[config.mk]
export PLATFORM = sky130hd
export DESIGN_NAME = retiring_range_successor_select
export DESIGN_NICKNAME = d
export VERILOG_FILES = /design/src/rtl/rrss_pkg.sv /design/src/rtl/rrss_cell.sv /design/src/rtl/rrss_pick.sv /design/src/rtl/retiring_range_successor_select.sv
export SDC_FILE = /design/constraint.sdc
export NUM_CORES = 2
export LEC_CHECK = 0
export BUFFER_PORTS_ARGS = -buffer_cell sky130_fd_sc_hd__buf_2
export CAP_MARGIN = 0
export CORE_ASPECT_RATIO = 0.9
export CORE_MARGIN = 2
export CORE_UTILIZATION = 53
export DETAILED_ROUTE_END_ITERATION = 6
export GPL_TIMING_DRIVEN = 0
export PLACE_DENSITY = 0.73
export SLEW_MARGIN = 20
export SYNTH_ARGS = -nofsm -noshare
export SYNTH_HDL_FRONTEND = slang
export SYNTH_SLANG_ARGS = --single-unit
export TNS_END_PERCENT = 5
[constraint.sdc]
create_clock -name clk -period 8.1 [get_ports clk]
set_input_delay 0.405 -clock clk [delete_from_list [all_inputs] [get_ports clk]]
set_output_delay 0.405 -clock clk [all_outputs]
set_load 0.1 [all_outputs]
[src/rtl/rrss_pkg.sv]
// Package for the retiring-range successor selector.
// Holds the table size, lease entry type, codes and control structs; no dependencies.
`timescale 1ns / 1ps

package rrss_pkg;

    // Table geometry.
    localparam int LEASE_ENTRIES = 16;
    localparam int IDX_W         = $clog2(LEASE_ENTRIES);

    // Field widths fixed by the interface.
    localparam int SIZE_W   = 48;
    localparam int OFFSET_W = 48;
    localparam int REL_W    = 32;
    localparam int FLAG_W   = 5;
    localparam int ALIGN_W  = 6;
    localparam int REQ_W    = 32;

    // Stream payload widths, padded to whole bytes.
    localparam int S_TDATA_W = 192;
    localparam int M_TDATA_W = 184;

    // Flag bit positions inside a lease entry.
    localparam int F_RETIRE = 0;
    localparam int F_PUB    = 1;
    localparam int F_EXP    = 2;
    localparam int F_OWN    = 3;
    localparam int F_CLAIM  = 4;

    // Operation codes.
    localparam logic [1:0] OP_WRITE   = 2'd0;
    localparam logic [1:0] OP_RESERVE = 2'd1;
    localparam logic [1:0] OP_RELEASE = 2'd2;

    // Result status codes.
    localparam logic [1:0] ST_DONE   = 2'd0;
    localparam logic [1:0] ST_NONE   = 2'd1;
    localparam logic [1:0] ST_REJECT = 2'd2;

    // Configuration register byte-address bit that selects the register.
    localparam logic REG_MIN_ALIGN = 1'b0;

    typedef struct packed {
        logic [SIZE_W-1:0]   size;
        logic [OFFSET_W-1:0] offset;
        logic [REL_W-1:0]    rel;
        logic [FLAG_W-1:0]   flags;
    } lease_t;

    // Controls broadcast from the sequencer to every cell.
    typedef struct packed {
        logic             shift;
        logic             write;
        logic             release_own;
        logic             claim;
        logic [IDX_W-1:0] idx;
        lease_t           wr_entry;
    } cell_ctrl_t;

    // Controls from the sequencer to the candidate picker at the ring head.
    typedef struct packed {
        logic               start;
        logic               step;
        logic [IDX_W-1:0]   idx;
        logic [SIZE_W-1:0]  bytes;
        logic [ALIGN_W-1:0] align_log2;
    } pick_ctrl_t;

endpackage

[src/rtl/rrss_cell.sv]
// One lease cell of the rotating table ring.
// Depends on rrss_pkg for the entry type and the broadcast control struct.
`timescale 1ns / 1ps

module rrss_cell (
    input  logic                      clk,
    input  logic                      rst_n,
    input  logic [rrss_pkg::IDX_W-1:0] slot,
    input  rrss_pkg::cell_ctrl_t      ctrl,
    input  rrss_pkg::lease_t          shift_in,
    output rrss_pkg::lease_t          entry
);

    logic [rrss_pkg::SIZE_W-1:0]   size_reg;
    logic [rrss_pkg::OFFSET_W-1:0] offset_reg;
    logic [rrss_pkg::REL_W-1:0]    rel_reg;
    logic [rrss_pkg::FLAG_W-1:0]   flags_reg;
    logic                          hit;

    // The broadcast index addresses this cell only while the ring is at home.
    assign hit = (ctrl.idx == slot);

    // Flags reset to zero, so an unwritten entry never qualifies.
    always_ff @(posedge clk or negedge rst_n)
    begin
        if (!rst_n)
        begin
            flags_reg <= '0;
        end
        else if (ctrl.shift)
        begin
            flags_reg <= shift_in.flags;
        end
        else if (hit)
        begin
            if (ctrl.write)
            begin
                flags_reg <= ctrl.wr_entry.flags & ~(rrss_pkg::FLAG_W'(1) << rrss_pkg::F_CLAIM);
            end
            else if (ctrl.release_own)
            begin
                flags_reg[rrss_pkg::F_OWN] <= 1'b0;
            end
            else if (ctrl.claim)
            begin
                flags_reg[rrss_pkg::F_CLAIM] <= 1'b1;
            end
        end
    end

    // Lease data needs no reset.
    always_ff @(posedge clk)
    begin
        if (ctrl.shift)
        begin
            size_reg   <= shift_in.size;
            offset_reg <= shift_in.offset;
            rel_reg    <= shift_in.rel;
        end
        else if (hit && ctrl.write)
        begin
            size_reg   <= ctrl.wr_entry.size;
            offset_reg <= ctrl.wr_entry.offset;
            rel_reg    <= ctrl.wr_entry.rel;
        end
    end

    assign entry.size   = size_reg;
    assign entry.offset = offset_reg;
    assign entry.rel    = rel_reg;
    assign entry.flags  = flags_reg;

endmodule

[src/rtl/rrss_pick.sv]
// Candidate picker at the head of the lease ring: qualifies and ranks one entry per cycle while stepped.
// Depends on rrss_pkg for the entry type and its control struct.
`timescale 1ns / 1ps

module rrss_pick (
    input  logic                          clk,
    input  logic                          rst_n,
    input  rrss_pkg::pick_ctrl_t          ctrl,
    input  logic [rrss_pkg::ALIGN_W-1:0]  min_align_log2,
    input  rrss_pkg::lease_t              head,
    output logic                          found,
    output logic [rrss_pkg::IDX_W-1:0]    best_idx,
    output rrss_pkg::lease_t              best
);

    logic                            found_reg;
    logic [rrss_pkg::IDX_W-1:0]      best_idx_reg;
    rrss_pkg::lease_t                best_reg;
    logic [rrss_pkg::SIZE_W-1:0]     bytes_reg;
    logic [rrss_pkg::OFFSET_W-1:0]   amask_reg;
    logic [rrss_pkg::OFFSET_W-1:0]   amask_next;
    logic [rrss_pkg::ALIGN_W-1:0]    align_eff;
    logic                            eligible;
    logic                            ahead;
    logic                            take;

    // Effective alignment is the larger of request and minimum; 48 or more masks all bits.
    always_comb
    begin
        align_eff = (ctrl.align_log2 < min_align_log2) ? min_align_log2 : ctrl.align_log2;
        if (align_eff >= rrss_pkg::ALIGN_W'(rrss_pkg::OFFSET_W))
        begin
            amask_next = '1;
        end
        else
        begin
            amask_next = (rrss_pkg::OFFSET_W'(1) << align_eff) - rrss_pkg::OFFSET_W'(1);
        end
    end

    // Qualification of the entry now at the ring head.
    assign eligible = head.flags[rrss_pkg::F_OWN] && head.flags[rrss_pkg::F_RETIRE]
                   && !head.flags[rrss_pkg::F_CLAIM]
                   && (head.flags[rrss_pkg::F_PUB] || head.flags[rrss_pkg::F_EXP])
                   && (head.size >= bytes_reg)
                   && ((head.offset & amask_reg) == '0);

    // Ranking: published event, then smaller size, earlier release, lower offset.
    always_comb
    begin
        priority if (head.flags[rrss_pkg::F_PUB] != best_reg.flags[rrss_pkg::F_PUB])
        begin
            ahead = head.flags[rrss_pkg::F_PUB];
        end
        else if (head.size != best_reg.size)
        begin
            ahead = (head.size < best_reg.size);
        end
        else if (head.rel != best_reg.rel)
        begin
            ahead = (head.rel < best_reg.rel);
        end
        else
        begin
            ahead = (head.offset < best_reg.offset);
        end
    end

    // A strict win keeps the lowest index on a full tie.
    assign take = ctrl.step && eligible && (!found_reg || ahead);

    always_ff @(posedge clk or negedge rst_n)
    begin
        if (!rst_n)
        begin
            found_reg <= 1'b0;
        end
        else if (ctrl.start)
        begin
            found_reg <= 1'b0;
        end
        else if (take)
        begin
            found_reg <= 1'b1;
        end
    end

    // Request terms and the best entry so far.
    always_ff @(posedge clk)
    begin
        if (ctrl.start)
        begin
            bytes_reg <= ctrl.bytes;
            amask_reg <= amask_next;
        end
        if (take)
        begin
            best_reg     <= head;
            best_idx_reg <= ctrl.idx;
        end
    end

    assign found    = found_reg;
    assign best_idx = best_idx_reg;
    assign best     = best_reg;

endmodule

[src/rtl/retiring_range_successor_select.sv]
// Top level of the retiring-range successor selector: sequencer, lease ring,
// picker, output register and configuration port. Depends on rrss_pkg, rrss_cell, rrss_pick.
//
// Usage:
//   Requests enter on the s_ stream (op in s_tuser, entry and reserve fields in s_tdata)
//   and every request yields exactly one result on the m_ stream (status in m_tuser).
//   A write or release request takes effect in its accept cycle and its result is
//   loaded from the finish state. A reserve request rotates the 16-cell lease ring
//   once past the picker, one entry per cycle, then writes back the claim and
//   totals and loads its result; a zero byte reserve skips the rotation and is
//   rejected. One request is in flight at a time: s_tready is low from acceptance
//   until the result is loaded into the output register.
//   A result waits in the output register while m_tready is low; a finished
//   request is held in the sequencer until that register frees, and s_tready stays
//   low meanwhile. The minimum alignment register is written over the APB port.
//   Reset clears all lease flags, the request counter, the reserved total, the
//   configuration register and the output valid.
`timescale 1ns / 1ps

module retiring_range_successor_select (
    input  logic                            clk,
    input  logic                            rst_n,
    // Request stream.
    input  logic                            s_tvalid,
    output logic                            s_tready,
    // entry_index[3:0], entry_size[51:4], entry_offset[99:52],
    // entry_release_order[131:100], entry_retire_pending[132],
    // entry_event_published[133], entry_event_expected[134], entry_owns_range[135],
    // request_bytes[183:136], request_align_log2[189:184], zero pad[191:190]
    input  logic [rrss_pkg::S_TDATA_W-1:0]  s_tdata,
    // op[1:0]
    input  logic [1:0]                      s_tuser,
    // Result stream.
    output logic                            m_tvalid,
    input  logic                            m_tready,
    // chosen_index[3:0], chosen_offset[51:4], chosen_size[99:52],
    // request_number[131:100], reserved_total_out[179:132], zero pad[183:180]
    output logic [rrss_pkg::M_TDATA_W-1:0]  m_tdata,
    // status[1:0]
    output logic [1:0]                      m_tuser,
    // Configuration port.
    input  logic                            psel,
    input  logic                            penable,
    input  logic                            pwrite,
    input  logic [2:0]                      paddr,
    input  logic [31:0]                     pwdata,
    output logic [31:0]                     prdata,
    output logic                            pready
);

    localparam logic [1:0] S_IDLE   = 2'd0;
    localparam logic [1:0] S_SCAN   = 2'd1;
    localparam logic [1:0] S_FINISH = 2'd2;

    localparam int N = rrss_pkg::LEASE_ENTRIES;
    localparam logic [rrss_pkg::IDX_W-1:0] LAST_IDX = rrss_pkg::IDX_W'(N - 1);

    logic [1:0]                       state_reg, state_next;
    logic [rrss_pkg::IDX_W-1:0]       scan_cnt_reg;
    logic [rrss_pkg::ALIGN_W-1:0]     min_align_reg;
    logic [rrss_pkg::REQ_W-1:0]       req_count_reg;
    logic [rrss_pkg::SIZE_W-1:0]      total_reg;
    logic [rrss_pkg::SIZE_W-1:0]      total_next;
    logic [1:0]                       res_status_reg;
    logic                             reserve_reg;
    logic                             m_valid_reg;
    logic [rrss_pkg::M_TDATA_W-1:0]   m_data_reg;
    logic [1:0]                       m_status_reg;

    logic                             accept;
    logic                             out_free;
    logic                             finish;
    logic                             granted;
    logic                             in_range;
    logic [1:0]                       op;
    logic [3:0]                       entry_index;
    logic [rrss_pkg::SIZE_W-1:0]      request_bytes;
    logic [1:0]                       status_out;

    rrss_pkg::cell_ctrl_t             cell_ctrl;
    rrss_pkg::pick_ctrl_t             pick_ctrl;
    rrss_pkg::lease_t                 ring [N];
    logic                             found;
    logic [rrss_pkg::IDX_W-1:0]       best_idx;
    rrss_pkg::lease_t                 best;

    // Request field unpacking.
    assign op            = s_tuser;
    assign entry_index   = s_tdata[3:0];
    assign request_bytes = s_tdata[183:136];
    assign in_range      = (9'(entry_index) < 9'(N));

    assign accept   = s_tvalid && s_tready;
    assign s_tready = (state_reg == S_IDLE);
    assign out_free = !m_valid_reg || m_tready;
    assign finish   = (state_reg == S_FINISH) && out_free;
    assign granted  = reserve_reg && found;

    // Sequencer.
    always_comb
    begin
        state_next = state_reg;
        unique case (state_reg)
            S_IDLE:
            begin
                if (accept)
                begin
                    if (op == rrss_pkg::OP_RESERVE && request_bytes != '0)
                    begin
                        state_next = S_SCAN;
                    end
                    else
                    begin
                        state_next = S_FINISH;
                    end
                end
            end
            S_SCAN:
            begin
                if (scan_cnt_reg == LAST_IDX)
                begin
                    state_next = S_FINISH;
                end
            end
            S_FINISH:
            begin
                if (out_free)
                begin
                    state_next = S_IDLE;
                end
            end
            default:
            begin
                state_next = S_IDLE;
            end
        endcase
    end

    always_ff @(posedge clk or negedge rst_n)
    begin
        if (!rst_n)
        begin
            state_reg    <= S_IDLE;
            scan_cnt_reg <= '0;
        end
        else
        begin
            state_reg <= state_next;
            if (state_reg == S_SCAN)
            begin
                scan_cnt_reg <= (scan_cnt_reg == LAST_IDX) ? '0 : scan_cnt_reg + 1'b1;
            end
        end
    end

    // Pending status of the request in flight, decided at acceptance.
    always_ff @(posedge clk or negedge rst_n)
    begin
        if (!rst_n)
        begin
            res_status_reg <= rrss_pkg::ST_DONE;
            reserve_reg    <= 1'b0;
        end
        else if (accept)
        begin
            reserve_reg <= (op == rrss_pkg::OP_RESERVE) && (request_bytes != '0);
            if ((op == rrss_pkg::OP_WRITE || op == rrss_pkg::OP_RELEASE) && in_range)
            begin
                res_status_reg <= rrss_pkg::ST_DONE;
            end
            else if (op == rrss_pkg::OP_RESERVE && request_bytes != '0)
            begin
                res_status_reg <= rrss_pkg::ST_DONE;
            end
            else
            begin
                res_status_reg <= rrss_pkg::ST_REJECT;
            end
        end
    end

    // Broadcast controls for the cells.
    always_comb
    begin
        cell_ctrl.shift       = (state_reg == S_SCAN);
        cell_ctrl.write       = accept && (op == rrss_pkg::OP_WRITE) && in_range;
        cell_ctrl.release_own = accept && (op == rrss_pkg::OP_RELEASE) && in_range;
        cell_ctrl.claim       = finish && granted;
        cell_ctrl.idx         = (state_reg == S_FINISH) ? best_idx
                                                        : rrss_pkg::IDX_W'(entry_index);
        cell_ctrl.wr_entry.size   = s_tdata[51:4];
        cell_ctrl.wr_entry.offset = s_tdata[99:52];
        cell_ctrl.wr_entry.rel    = s_tdata[131:100];
        cell_ctrl.wr_entry.flags  = {1'b0, s_tdata[135:132]};
    end

    // Lease ring: each cell takes its upper neighbor's entry on a shift.
    for (genvar i = 0; i < N; i++)
    begin : g_cell
        localparam int NXT = (i + 1) % N;

        rrss_cell u_cell (
            .clk      (clk),
            .rst_n    (rst_n),
            .slot     (rrss_pkg::IDX_W'(i)),
            .ctrl     (cell_ctrl),
            .shift_in (ring[NXT]),
            .entry    (ring[i])
        );
    end

    // Picker sees entry scan_cnt at the ring head on each scan cycle.
    always_comb
    begin
        pick_ctrl.start      = accept && (op == rrss_pkg::OP_RESERVE);
        pick_ctrl.step       = (state_reg == S_SCAN);
        pick_ctrl.idx        = scan_cnt_reg;
        pick_ctrl.bytes      = request_bytes;
        pick_ctrl.align_log2 = s_tdata[189:184];
    end

    rrss_pick u_pick (
        .clk            (clk),
        .rst_n          (rst_n),
        .ctrl           (pick_ctrl),
        .min_align_log2 (min_align_reg),
        .head           (ring[0]),
        .found          (found),
        .best_idx       (best_idx),
        .best           (best)
    );

    // Write-back of the counter and running total on a grant.
    assign total_next = granted ? total_reg + best.size : total_reg;
    assign status_out = reserve_reg ? (found ? rrss_pkg::ST_DONE : rrss_pkg::ST_NONE)
                                    : res_status_reg;

    always_ff @(posedge clk or negedge rst_n)
    begin
        if (!rst_n)
        begin
            req_count_reg <= '0;
            total_reg     <= '0;
        end
        else if (finish && granted)
        begin
            req_count_reg <= req_count_reg + 1'b1;
            total_reg     <= total_next;
        end
    end

    // Output register.
    always_ff @(posedge clk or negedge rst_n)
    begin
        if (!rst_n)
        begin
            m_valid_reg <= 1'b0;
        end
        else if (finish)
        begin
            m_valid_reg <= 1'b1;
        end
        else if (m_tready)
        begin
            m_valid_reg <= 1'b0;
        end
    end

    always_ff @(posedge clk)
    begin
        if (finish)
        begin
            m_status_reg <= status_out;
            if (granted)
            begin
                m_data_reg <= {4'd0, total_next, req_count_reg, best.size, best.offset,
                               4'(best_idx)};
            end
            else
            begin
                m_data_reg <= {4'd0, total_next, 132'd0};
            end
        end
    end

    assign m_tvalid = m_valid_reg;
    assign m_tdata  = m_data_reg;
    assign m_tuser  = m_status_reg;

    // Configuration register.
    always_ff @(posedge clk or negedge rst_n)
    begin
        if (!rst_n)
        begin
            min_align_reg <= '0;
        end
        else if (psel && penable && pwrite && pready && paddr[2] == rrss_pkg::REG_MIN_ALIGN)
        begin
            min_align_reg <= pwdata[rrss_pkg::ALIGN_W-1:0];
        end
    end

    assign pready = 1'b1;
    assign prdata = (paddr[2] == rrss_pkg::REG_MIN_ALIGN) ? 32'(min_align_reg) : 32'd0;

endmodule

==> summary.md <==
| Metric | Value |
|---|---|
| Status | `finished, violations left` |
| Failing checks | `design-rule violations` |
| Clk buf depth | `4` |
| Mapped Area | `between 100000 and 150000 sq um` |
| Fin. Hold Viols | `0` |
| Clock skew after layout | `52.31 ps` |
| First-pass GRT wire length | `426.9 mm` |
| Hpwl dp | `a little over 200 mm` |
| Clock Pin Slew Worst Setup and Hold Paths | `60 ps` |
| Via/cell ratio | `6.025` |
| Setup TNS | `0 ps` |
| Slew Limit Fails | `0` |
| Vias | `slightly below 70000` |
| Reg-to-reg slack, setup | `2200 ps` |
| Reg2reg end | `u_pick.best[84]` |
| Multi-input gate area | `28000 sq um` |
| Pwr dens | `363.7 nW/um^2` |
| Yosys reg bits | `between 2000 and 3000` |
| Port Buffers | `between 300 and 400` |
| Clock power frac | `26.4%` |
| Starting DRT DRC Count | `7896` |
| Setup crit end | `u_pick.best[84]` |
| Maximum vdd drop | `0.2334 mV` |
| Net Sw Power | `15.93 mW` |
| Final wirelength | `290.2 mm` |
| Hold Worst Slack | `43.66 ps` |
| Area leader, netlist | `edfxtp_1` |
| Ranking of synthesized cells by area | `edfxtp_1, a21o_1, dfrtp_1` |
| Register area | `78250 sq um` |
| Net count reported at finish | `8739` |
| Die X | `482.7 um` |
| Starting Density | `53.21%` |
| Root Driver | `clkbuf_16` |
| GRT Util Overall | `approximately 27%` |
| Final setup fails | `0` |
| RSZ-0062 raised after global routing | `false` |
| Largest net degree at the start of global routing | `between 90 and 100` |
| Area grow syn2layout | `15.69%` |
| Detailed-route DRC error count | `1` |
| # fillers | `14990` |
| WP data arrival | `6520 ps` |
| Post-CTS sizing | `0` |
| Total grt overflow | `0` |
| Max-Cap Viols | `0` |
| DIE AREA | `209900 sq um` |
| Num ports | `457` |
| Switching part of the total | `34.65%` |
| Crit-path cells | `ha_1 -> nand4_1 -> or2_0 -> or3_1 -> or4_4 -> a2111o_1 -> nor3_2 -> a211oi_2 -> maj3_2 -> a21oi_4 -> buf_16 -> buf_16 -> buf_16 -> buf_16 -> buf_16` |
| Initial antenna violation count | `20` |
| Syn_area_per_cell | `~15 sq um` |
| Logic pwr share | `between 30 and 40%` |
| Rel. slew slack | `between 15 and 20%` |
| Most frequent cell after synthesis | `edfxtp_1` |
| LEAKAGE | `roughly 55 nW` |
| Minimum clock period | `~5900 ps` |
| Worst hold path class | `input pin to flip-flop` |
| CTS Sinks | `2635` |
| CP max-delay cell | `or4_4` |
| Commonest cells post-synth | `edfxtp_1, a21o_1, clkbuf_1` |
| Slew @ Worst Pin | `between 1000 and 1500 ps` |
| Vias in the first global route | `roughly 67000` |
| Setup Buffers After CTS | `0` |
| Post-synth EDFFs | `between 2000 and 2500` |
| Critical Path End Type | `flip-flop` |
| Core ar. | `205400 sq um` |
| Launch point of the worst reg-to-reg path | `g_cell[0].u_cell.size_reg[47]` |
| Htree depth | `5` |
| Final period utilization | `between 70% and 80%` |
| Clock Latency Late Sink | `~930 ps` |
| Cell Int Power | `30.06 mW` |
| Kind of critical path | `flip-flop to flip-flop` |
| CTS tree | `yes` |
| Placement Rows | `158` |
| Fraction of layout instances using a drive strength above 1 | `12.33%` |
| FFs w/ async S/R, synth | `6.679%` |
| Average wire per standard cell | `around 26 um` |
| Post-Synthesis Cells | `7408` |
| Routed Antenna Nets | `0` |
| Flop pwr share | `about 43%` |
| CTS Buf Count | `277` |
| Ys Warns | `0` |
| Critical Path Source Type | `flip-flop` |
| R2R depth | `15` |
| FMAX | `169.4 MHz` |
| CP max FO | `21` |
| CP startpoint | `g_cell[0].u_cell.size_reg[47]` |
| Distinct cells, synth | `79` |
| Worst path required time | `8710 ps` |
| Seq/Total Area, Yosys | `a little under three quarters` |
| Die Y | `434.8 um` |
| Pre-Repair DR Iteration Count | `7` |
| Top FF cell, synth | `edfxtp_1` |
| Delay of the slowest critical-path stage | `740 ps` |
| Worst path most repeated cell | `buf_16` |
| Gpl congestion | `between 0.9 and 1` |
| Top-area cell type share of the netlist area | `~68%` |
## per-stage QoR
stage                     instances  util, %  setup WS [ps]  instance area, sq um  power (mW)
final                         11210    61.56           2197                126500       45.99
after CTS                     11170    61.51           2223                126400       46.05
after floorplan                7437        -          218.5                109400       29.18
after global placement        10550    55.89          -7918                114800       33.52
after global routing          11200    61.55           2096                126400       47.77
after detailed placement      10650    57.11           2236                117300       33.89
## layout make-up
type	instances	share of cell area, %
flip-flops and latches	2635	61.88
multi-input cells	3963	22.14
diodes	40	0.07916
clock buffers	336	5.847
well taps	2720	2.691
repair buffers	556	3.891
clock inverters	125	0.8262
inverters	221	0.6916
plain buffers	618	1.958
## what timing repair did
item | 4_1_cts | 5_1_grt
hold buffers | 60 | 0
endpoints found under the setup margin | 0 | 0
endpoints found under the hold margin | 140 | 0
## kinds of logic (layout without fill, tap and decap cells)
| logic type | Yosys count | in the layout | synth area share [%] |
|---|---|---|---|
| compound gates | 2663 | 2663 | 17.47 |
| xor+xnor | 80 | 80 | 0.6410 |
| fa+ha+maj | 232 | 232 | 2.661 |
| buf+inv | 839 | 1856 | 2.996 |
| flops | 2635 | 2635 | 71.59 |
| mux | 72 | 72 | 0.7361 |
| other cells | 2 | 71 | 0.006871 |
| simple gates | 885 | 885 | 3.905 |
## cell usage in the layout, fill, tap and decap left out, types with 11 or more instances in the layout
master            n
a221oi_1         14
clkinv_1         37
o22ai_1          12
buf_12           57
ha_1            230
nor3_1           23
nor2b_1         148
diode_2          40
dlygate4sd3_1    60
xnor2_1          54
nor2_4           11
xor2_1           26
a21oi_1         274
a211oi_1         16
mux2_2           64
nand2b_1         18
nand3_1          32
nand4_1          61
clkbuf_2         24
dfrtp_1         176
nand2_1         243
inv_1           213
clkinv_2         52
clkbuf_1        591
buf_2           399
buf_16           43
edfxtp_1       2459
bufinv_16        16
buf_4            33
and3_1           48
conb_1           31
nor2_1          245
a31oi_1          22
a21o_1         2123
nor4_1           14
clkbuf_16       285
o21ai_0         107
## power groups by stage
stage,Clock (mW),Sequential (mW),Combinational [mW]
2_1_floorplan,0,21.6,7.61
3_3_place_gp,0,20.5,13.0
3_5_place_dp,0,19.8,14.1
4_1_cts,12.3,19.5,14.3
5_1_grt,12.8,19.7,15.3
6_report,12.2,19.5,14.3
## worst min path at each step
stage                       from                       endpoint  slack [ps]  cells after the start
2_1_floorplan              rst_n  g_cell[0].u_cell.flags_reg[0]         110                      0
3_3_place_gp   req_count_reg[31]              req_count_reg[31]         460                      1
3_5_place_dp               rst_n              req_count_reg[12]         440                      1
4_1_cts               s_tuser[1]                   state_reg[0]           5                      4
5_1_grt               s_tuser[1]                   state_reg[0]          50                      4
6_report              s_tuser[1]                   state_reg[0]          40                      4
## routing by layer
metal  vias up  global-route usage (%)  wire length, um
li1      29490                       -                -
met1     34490                   38.26           120000
met2      3013                   42.35           134600
met3       566                   4.341            22940
met4         6                   11.41            12640
met5         -                       0               38
## worst max-delay path: cells and delay by family (launching register included)
family | cells | cell delay, ps
adder cells (fa/ha/maj) | 2 | 840
AO/OA/AOI/OAI | 3 | 1110
AND/OR/NAND/NOR | 5 | 1970
flip-flops | 1 | 610
buffers and inverters | 5 | 960
Power figures use the tool's default switching activity.
